**config.mk**
```make
export PLATFORM = sky130hd
export DESIGN_NAME = gct_rem
export DESIGN_NICKNAME = d
export VERILOG_FILES = /design/src/sv/gct_pkg.sv /design/src/sv/gct_rem.sv
export SDC_FILE = /design/constraint.sdc
export NUM_CORES = 1
export LEC_CHECK = 0
export BUFFER_PORTS_ARGS = -buffer_cell sky130_fd_sc_hd__buf_2
export CAP_MARGIN = 10
export CORE_AREA = 5 5 69 71
export DETAILED_ROUTE_END_ITERATION = 12
export DIE_AREA = 0 0 74 76
export GPL_TIMING_DRIVEN = 1
export PLACE_DENSITY_LB_ADDON = 0.1
export REMOVE_ABC_BUFFERS = 1
export SYNTH_ARGS = -nofsm -noshare
export SYNTH_HDL_FRONTEND = slang
export SYNTH_SLANG_ARGS = --single-unit
```
**constraint.sdc**
```tcl
create_clock -name clk -period 3.7 [get_ports clk]
set_input_delay 0.925 -clock clk [delete_from_list [all_inputs] [get_ports clk]]
set_output_delay 0.925 -clock clk [all_outputs]
set_load 0.03 [all_outputs]
```
**src/sv/gct_pkg.sv**
```systemverilog
package gct_pkg;

    // Default store depth
    localparam int MAX_RECORDS_DEF = 1024;

    // Field widths
    localparam int FRAME_W   = 24;
    localparam int ID_W      = 16;
    localparam int BOX_W     = 16;
    localparam int CEN_W     = 18;
    localparam int TIME_W    = 32;
    localparam int CNT_W     = 16;
    localparam int PIX_W     = 12;
    localparam int WIN_W     = 8;
    localparam int LA_W      = 10;
    localparam int FACE_W    = 2;
    localparam int CFG_W     = 32;
    localparam int CFG_IDX_W = 4;
    // Window end arithmetic: frame + window + lookahead stays below 2^26
    localparam int WF_W      = 26;

    // Serial remainder unit: one dividend bit per cycle
    localparam int REM_STEPS = FRAME_W;
    localparam int STEP_W    = $clog2(REM_STEPS);

    typedef enum logic
    {
        OP_RECORD = 1'b0,
        OP_COUNT  = 1'b1
    } op_t;

    typedef enum logic [CFG_IDX_W-1:0]
    {
        REG_RESET_SECONDS    = 4'd0,
        REG_GATE_LEFT        = 4'd1,
        REG_GATE_TOP         = 4'd2,
        REG_GATE_RIGHT       = 4'd3,
        REG_GATE_BOTTOM      = 4'd4,
        REG_GATE_FACING      = 4'd5,
        REG_WINDOW_FRAMES    = 4'd6,
        REG_LOOKAHEAD_FRAMES = 4'd7
    } cfg_reg_t;

    typedef enum logic [1:0]
    {
        FACE_0   = 2'd0,
        FACE_90  = 2'd1,
        FACE_180 = 2'd2,
        FACE_270 = 2'd3
    } facing_t;

    typedef enum logic [3:0]
    {
        S_IDLE,
        S_REC,
        S_MM,
        S_LD_I,
        S_LD_W,
        S_DIV,
        S_WCHK,
        S_SCAN,
        S_TALLY,
        S_WNEXT,
        S_FIN
    } state_t;

    typedef struct packed
    {
        op_t                op;
        logic [FRAME_W-1:0] frame_number;
        logic [ID_W-1:0]    track_id;
        logic [BOX_W-1:0]   box_x;
        logic [BOX_W-1:0]   box_y;
        logic [BOX_W-1:0]   box_width;
        logic [BOX_W-1:0]   box_height;
        logic [TIME_W-1:0]  now_seconds;
    } item_t;

    typedef struct packed
    {
        logic [FRAME_W-1:0] frame_used;
        logic               totals_cleared;
        logic               store_full;
        logic [CNT_W-1:0]   count_in;
        logic [CNT_W-1:0]   count_out;
    } result_t;

    // One stored detection
    typedef struct packed
    {
        logic [FRAME_W-1:0] frame;
        logic [ID_W-1:0]    id;
        logic [CEN_W-1:0]   cx2;
        logic [CEN_W-1:0]   cy2;
    } rec_t;

endpackage

```
**src/sv/gct_rem.sv**
```systemverilog
module gct_rem
    import gct_pkg::*;
(
    input  logic               clk,
    input  logic               rst_n,
    input  logic               start,
    input  logic [FRAME_W-1:0] dividend,
    input  logic [WIN_W-1:0]   divisor,
    output logic               done,
    output logic [WIN_W-1:0]   remainder
);

    logic [WIN_W-1:0]   rem_reg, rem_next;
    logic [FRAME_W-1:0] dvd_reg, dvd_next;
    logic [WIN_W-1:0]   dsr_reg, dsr_next;
    logic [STEP_W-1:0]  step_reg, step_next;
    logic               busy_reg, busy_next;
    logic               done_reg, done_next;
    logic [WIN_W:0]     trial;

    // Restoring remainder, one dividend bit per cycle
    always_comb
    begin
        trial     = {rem_reg, dvd_reg[FRAME_W-1]};
        rem_next  = rem_reg;
        dvd_next  = dvd_reg;
        dsr_next  = dsr_reg;
        step_next = step_reg;
        busy_next = busy_reg;
        done_next = done_reg;
        if (start)
        begin
            rem_next  = '0;
            dvd_next  = dividend;
            dsr_next  = divisor;
            step_next = '0;
            busy_next = 1'b1;
            done_next = 1'b0;
        end
        else if (busy_reg)
        begin
            if (trial >= {1'b0, dsr_reg})
            begin
                rem_next = WIN_W'(trial - {1'b0, dsr_reg});
            end
            else
            begin
                rem_next = trial[WIN_W-1:0];
            end
            dvd_next = {dvd_reg[FRAME_W-2:0], 1'b0};
            if (step_reg == STEP_W'(REM_STEPS - 1))
            begin
                busy_next = 1'b0;
                done_next = 1'b1;
            end
            else
            begin
                step_next = step_reg + 1'b1;
            end
        end
    end

    always_ff @(posedge clk or negedge rst_n)
    begin
        if (!rst_n)
        begin
            busy_reg <= 1'b0;
            done_reg <= 1'b0;
            step_reg <= '0;
        end
        else
        begin
            busy_reg <= busy_next;
            done_reg <= done_next;
            step_reg <= step_next;
        end
    end

    always_ff @(posedge clk)
    begin
        rem_reg <= rem_next;
        dvd_reg <= dvd_next;
        dsr_reg <= dsr_next;
    end

    assign done      = done_reg;
    assign remainder = rem_reg;

endmodule

```
==> metrics, run 1 <==
CTS tree=yes; synth unique cells=38; reg-to-reg setup timing slack=1.66 ns; Worst Path Class, Setup=in2reg; largest net degree at the start of global routing=44; global placer's final weighted congestion=0.893; max reg flops=24; Critical Path AT=1.98 ns; Detailed Route WL=4.35 mm; Clock Skew=0.00903 ns; NetSw=535 uW; CP endpoint kind=register; postcts setup bufs=0; vias=1519; number of hold violations in the final report=0; antenna fix cells=0; Slew Limit Fails=0; area delta synth->final=16.3%; initial antenna violation count=0; Slew @ Worst Pin=0.869 ns; number of remaining DRC errors=0; Tightest Hold Check Type=in2async; Cell Int Power=1080 uW; share of the synthesized area in the top cell type=42.1%; post-synthesis cell type with the largest combined area=edfxtp_1; Comb pwr share=33.7%; Synth Cell Area=0.00228 mm^2; flops & latches, synth=47; vias in the first global route=1632; register area=0.00130 mm^2; clock-pin transition on the worst setup and hold timing paths=0.09 ns; DIE HEIGHT=76 um; clock sinks=47; Critical Path End=dvd_reg[8]$_DFFE_PP_; Ys Warns=0; initial core utilization=54.6%; DP Wirelength=3.22 mm; cts bufs inserted=5; launching point of the worst reg2reg path=dvd_reg[23]$_DFFE_PP_; critical path required time=3.59 ns; chip width=74 um; Longest Clk Path Bufs=2; core area=0.00417 mm^2; status=completed; WL/cell=15.4 um; end of the worst register-to-register path=remainder[6]$_SDFFE_PP0P_; root buf cell=clkbuf_8; Placed Area=0.00254 mm^2; Syn Area/Cell=12.4 um^2; die area=0.00562 mm^2; post-synthesis sequential area ratio=56.8%; DRT iter0 DRCs=66; synth top area cells=edfxtp_1 42%, mux2_2 11%, dfrtp_1 7.7%, dfxtp_1 7.0%, ha_1 4.9%; Post-Syn Instances=184; Slew headroom=42.0%; reg2reg path depth=9; hold buffer count at CTS=0; Leak Pwr=0.00115 uW; Clock Latency Late Sink=0.29 ns; htree depth=2; Site Rows=24; Max Clk Rate=0.479 GHz; DR pass1 iterations=4; RSZ-0062 raised after global routing=no; Critical Path Start Type=input pin; minimum clock period=2.09 ns; vias per inst=5.39; CP Max Fanout=24; wire length of the first global-routing pass=7.26 mm; Finished Cell Area=0.00265 mm^2; NumNets Final=274; GRT Total Usage=16.9%; final setup vio count=0; Detail Route Antenna Nets=0; Ports=44; CTS resizes=0; worst hold slack=0.449 ns; Congestion Overflow GR=0; max_cap viols=0; share of cells above drive strength 1=34.3%; area of the multi-input gates=907 um^2; Power Density=609 mW/mm^2; fill cell count=338; clock share of power=23.6%; Port Buffers=43; Final Cycle Share=56.4%; Setup crit start=start; sequential share of power=42.7%; setup TNS=0 ns; VDD IR max=0.349 mV; sw frac=33.1%
## cells in the mapped netlist, drive strengths merged
| library cell | count |
|---|---|
| a211oi | 4 |
| a21oi | 13 |
| a22o | 1 |
| a32o | 1 |
| a32oi | 1 |
| and2 | 2 |
| and2b | 1 |
| buf | 3 |
| clkbuf | 3 |
| dfrtp | 7 |
| dfxtp | 8 |
| edfxtp | 32 |
| fa | 1 |
| ha | 9 |
| inv | 12 |
| mux2 | 23 |
| mux2i | 1 |
| nand2 | 11 |
| nand2b | 5 |
| nand3 | 1 |
| nand4 | 2 |
| nand4b | 1 |
| nor2 | 16 |
| nor2b | 3 |
| nor3 | 2 |
| o211ai | 1 |
| o21a | 3 |
| o21ai | 7 |
| o221ai | 1 |
| o31a | 2 |
| o31ai | 1 |
| xnor2 | 3 |
| xor2 | 3 |
## how the worst min path moves through the flow
stage	to	depth (start not counted)	startpoint	slack (ns)
floorplan	step_reg[4]$_DFFE_PN0P_	2	step_reg[4]$_DFFE_PN0P_	0.50
global placement	done$_DFFE_PN0P_	2	done$_DFFE_PN0P_	0.47
detailed placement	done$_DFFE_PN0P_	2	done$_DFFE_PN0P_	0.49
CTS	step_reg[4]$_DFFE_PN0P_	1	rst_n	0.44
global route	step_reg[4]$_DFFE_PN0P_	1	rst_n	0.44
finish	step_reg[4]$_DFFE_PN0P_	1	rst_n	0.45
## cell families after synthesis
logic type      share of synthesized area, %
compound gates                          10.4
buf+inv                                 3.40
mux                                     11.8
xor+xnor                                2.30
fa+ha+maj                               5.81
flops                                   56.8
simple gates                            9.49
## power groups by stage
stage / Combinational (uW) / Sequential [uW] / Clock [uW]
floorplan: 340 / 755 / 0
global placement: 525 / 698 / 0
detailed placement: 546 / 702 / 0
CTS: 548 / 691 / 392
global route: 605 / 700 / 418
finish: 545 / 691 / 381
## final cells by class
type	count	area share [%]
Sequential cell	47	48.8
Clock inverter	2	1.32
Timing Repair Buffer	44	8.39
Inverter	12	1.70
Tap cell	52	2.45
Multi-Input combinational cell	119	34.2
Clock buffer	6	3.11
## metal layers
metal / GRT usage, % / up-vias / part of all wire (%)
met5: 0 / - / 0
met4: 7.61 / 0 / 1.7
met3: 4.88 / 6 / 5.3
met2: 29.2 / 39 / 53
met1: 18.7 / 718 / 40
li1: - / 756 / -
## metrics by stage
| step | power, uW | std cells | setup WS [ns] | util (%) |
|---|---|---|---|---|
| CTS | 1630 | 282 | 1.60 | 63.6 |
| global route | 1720 | 282 | 1.46 | 63.6 |
| finish | 1620 | 282 | 1.61 | 63.6 |
| global placement | 1220 | 274 | 1.46 | 60.8 |
| floorplan | 1100 | 178 | 1.70 | - |
| detailed placement | 1250 | 274 | 1.28 | 60.8 |
## worst max-delay path: stages
cell	delay (ns)
buf_2	0.11
nor2_1	0.40
inv_1	0.54
## cell usage in the layout (no fill, tap or decap), drive strengths merged, types with 7 or more instances in the layout
cell / n
dfxtp: 8
nand2: 11
nor2: 16
edfxtp: 32
inv: 12
o21ai: 7
ha: 9
dfrtp: 7
mux2: 23
buf: 44
a21oi: 13
(Power assumes the default switching activity.)
==> run 2, diff against run 1 <==
--- a/config.mk
+++ b/config.mk
@@ -7,9 +7,9 @@
 export LEC_CHECK = 0
 export BUFFER_PORTS_ARGS = -buffer_cell sky130_fd_sc_hd__buf_2
 export CAP_MARGIN = 10
-export CORE_AREA = 5 5 69 71
+export CORE_AREA = 5 5 71 73
 export DETAILED_ROUTE_END_ITERATION = 12
-export DIE_AREA = 0 0 74 76
+export DIE_AREA = 0 0 76 78
 export GPL_TIMING_DRIVEN = 1
 export PLACE_DENSITY_LB_ADDON = 0.1
 export REMOVE_ABC_BUFFERS = 1
==> constraint.sdc (replaced) <==
create_clock -name clk -period 2.1 [get_ports clk]
set_input_delay 0.525 -clock clk [delete_from_list [all_inputs] [get_ports clk]]
set_output_delay 0.525 -clock clk [all_outputs]
set_load 0.03 [all_outputs]
==> metrics, run 2 (synthesized netlist as in run 1, its figures left out) <==
area of the multi-input gates=907 um^2 (unchanged); area delta synth->final=17.0% (was 16.3%); cts bufs inserted=5 (unchanged); Congestion Overflow GR=0 (unchanged); htree depth=2 (unchanged); max reg flops=24 (unchanged); CTS tree=yes (unchanged); launching point of the worst reg2reg path=dvd_reg[23]$_DFFE_PP_ (unchanged); largest net degree at the start of global routing=25 (was 44); Slew Limit Fails=0 (unchanged); commonest cells after routing, fill and taps aside=43 x buf_2, 32 x edfxtp_1, 23 x mux2_2 (unchanged); VDD IR max=0.425 mV (was 0.349 mV); chip width=76 um (was 74 um); Detailed Route WL=4.05 mm (was 4.35 mm); CP endpoint kind=register (unchanged); critical path buffer and inverter count=1 (was 2); antenna fix cells=0 (unchanged); fill cell count=369 (was 338); final setup vio count=0 (unchanged); Longest Clk Path Bufs=2 (unchanged); DRT iter0 DRCs=71 (was 66); Max Clk Rate=0.505 GHz; final worst slack=0.120 ns (was 1.61 ns); Slew @ Worst Pin=0.553 ns (was 0.869 ns); critical path required time=2.33 ns (was 3.59 ns); most common cell after layout, fill and taps aside=buf_2 (unchanged); Cell Count, Final, Fillers Out=286 (was 282); Clock Skew=0.00311 ns (was 0.00903 ns); crit path cell chain=inv_1 > ha_1 > fa_1 > nor2b_4 > o31a_1 > o21a_1 > o21a_1 > o31a_1 > o21ai_2 (was buf_2 > nor2_1 > inv_1); vias in the first global route=1575 (was 1632); WL/cell=14.1 um (was 15.4 um); CTS resizes=0 (unchanged); reg2reg path depth=9 (unchanged); CP max-delay cell=edfxtp_1 (was inv_1); RSZ-0062 raised after global routing=no (unchanged); dpl ws=0.135 ns (was 1.28 ns); Leak Pwr=0.00116 uW (was 0.00115 uW); M1 WL=1.68 mm (was 1.73 mm); reg-to-reg setup timing slack=0.12 ns (was 1.66 ns); die area=0.00593 mm^2 (was 0.00562 mm^2); Clock Latency Late Sink=0.29 ns (about the same); minimum clock period=1.98 ns; root buf cell=clkbuf_8 (unchanged); Detail Route Antenna Nets=0 (unchanged); met2 wire len=2.04 mm (was 2.31 mm); Top Layer Used=met4 (unchanged); clock-pin transition on the worst setup and hold timing paths=0.08 ns (was 0.09 ns); Worst Path Class, Setup=reg2reg (was in2reg); Slew headroom=63.0% (was 42.0%); core area=0.00429 mm^2 (was 0.00417 mm^2); DIE HEIGHT=78 um (was 76 um); postcts setup bufs=0 (unchanged); Power Density=1030 mW/mm^2 (was 609 mW/mm^2); Site Rows=24 (unchanged); clock sinks=47 (unchanged); Critical Path Start Type=register (was input pin); dpl cells=277 (was 274); setup TNS=0 ns (unchanged); GRT Total Usage=14.1% (was 16.9%); NumNets Final=278 (was 274); hold buffer count at CTS=0 (unchanged); CP Max Fanout=3 (was 24); DR pass1 iterations=4 (unchanged); number of remaining DRC errors=0 (unchanged); initial antenna violation count=0 (unchanged); Tightest Hold Check Type=in2async (unchanged); end of the worst register-to-register path=remainder[6]$_SDFFE_PP0P_ (unchanged); Final Cycle Share=94.3%; global placer's final weighted congestion=0.863 (was 0.893); vias=1548 (was 1519); number of hold violations in the final report=0 (unchanged); Ports=44 (unchanged); met3 wire length=254 um (was 230 um); CP delay by family, top=compound AO/OA/AOI/OAI gates (was buffers and inverters); max_cap viols=0 (unchanged); DP Wirelength=3.12 mm (was 3.22 mm); initial core utilization=53.1% (was 54.6%); slowest cell delay on critical path=0.39 ns (was 0.54 ns); Port Buffers=43 (unchanged); status=completed (unchanged); Critical Path AT=2.21 ns (was 1.98 ns); vias per inst=5.41 (was 5.39); share of cells above drive strength 1=34.6% (was 34.3%); register area=0.00130 mm^2 (unchanged); wire length of the first global-routing pass=6.77 mm (was 7.26 mm)
-- run 2: changes by cell type in the layout (fill, tap and decap cells not counted) --
cell | previous run | this run
bufinv_16 | 1 | 0
clkinv_2 | 1 | 0
buf_4 | 1 | 4
buf_12 | 0 | 1
clkbuf_1 | 0 | 1
clkinv_1 | 0 | 1
-- run 2: how the worst max path moves through the flow --
stage                                    from                        end  slack, ns  cells after the start
floorplan           remainder[1]$_SDFFE_PP0P_  remainder[6]$_SDFFE_PP0P_        0.1                      7
global placement        dvd_reg[23]$_DFFE_PP_  remainder[6]$_SDFFE_PP0P_       0.18                      9
detailed placement  remainder[3]$_SDFFE_PP0P_  remainder[7]$_SDFFE_PP0P_       0.14                      6
CTS                     dvd_reg[23]$_DFFE_PP_  remainder[6]$_SDFFE_PP0P_       0.11                      9
global route            dvd_reg[23]$_DFFE_PP_  remainder[6]$_SDFFE_PP0P_       0.04                      9
finish                  dvd_reg[23]$_DFFE_PP_  remainder[6]$_SDFFE_PP0P_       0.12                      9
-- run 2: layout make-up --
class / count / area share, %
Sequential cell: 47 / 48.6
Tap cell: 52 / 2.44
Timing Repair Buffer: 48 / 9.94
Clock inverter: 1 / 0.141
Inverter: 12 / 1.69
Multi-Input combinational cell: 119 / 34.0
Clock buffer: 7 / 3.23
-- run 2: where the power goes --
group | leakage, uW | internal, uW | total [uW] | switching, uW
logic | 0.000621 | 446 | 1010 | 561
clock network | 0.0000459 | 264 | 539 | 275
registers | 0.000490 | 1120 | 1210 | 83.8
total | 0.00116 | 1830 | 2750 | 920
-- run 2: metal layers --
| metal | global-route usage [%] | up-vias |
|---|---|---|
| met5 | 0 | - |
| met4 | 6.94 | 0 |
| met3 | 4.05 | 7 |
| met2 | 24.0 | 37 |
| met1 | 16.1 | 741 |
| li1 | - | 763 |
-- run 2: stage by stage --
| step | util, % | total power (uW) | hold slack, ns | area [um^2] |
|---|---|---|---|---|
| 2_1_floorplan | - | 1930 | 0.229 | 2250 |
| 3_3_place_gp | 59.6 | 2140 | 0.358 | 2560 |
| 3_5_place_dp | 59.6 | 2170 | 0.364 | 2560 |
| 4_1_cts | 61.7 | 2720 | 0.0385 | 2650 |
| 5_1_grt | 62.2 | 2940 | 0.0483 | 2670 |
| 6_report | 62.2 | 2750 | 0.0515 | 2670 |
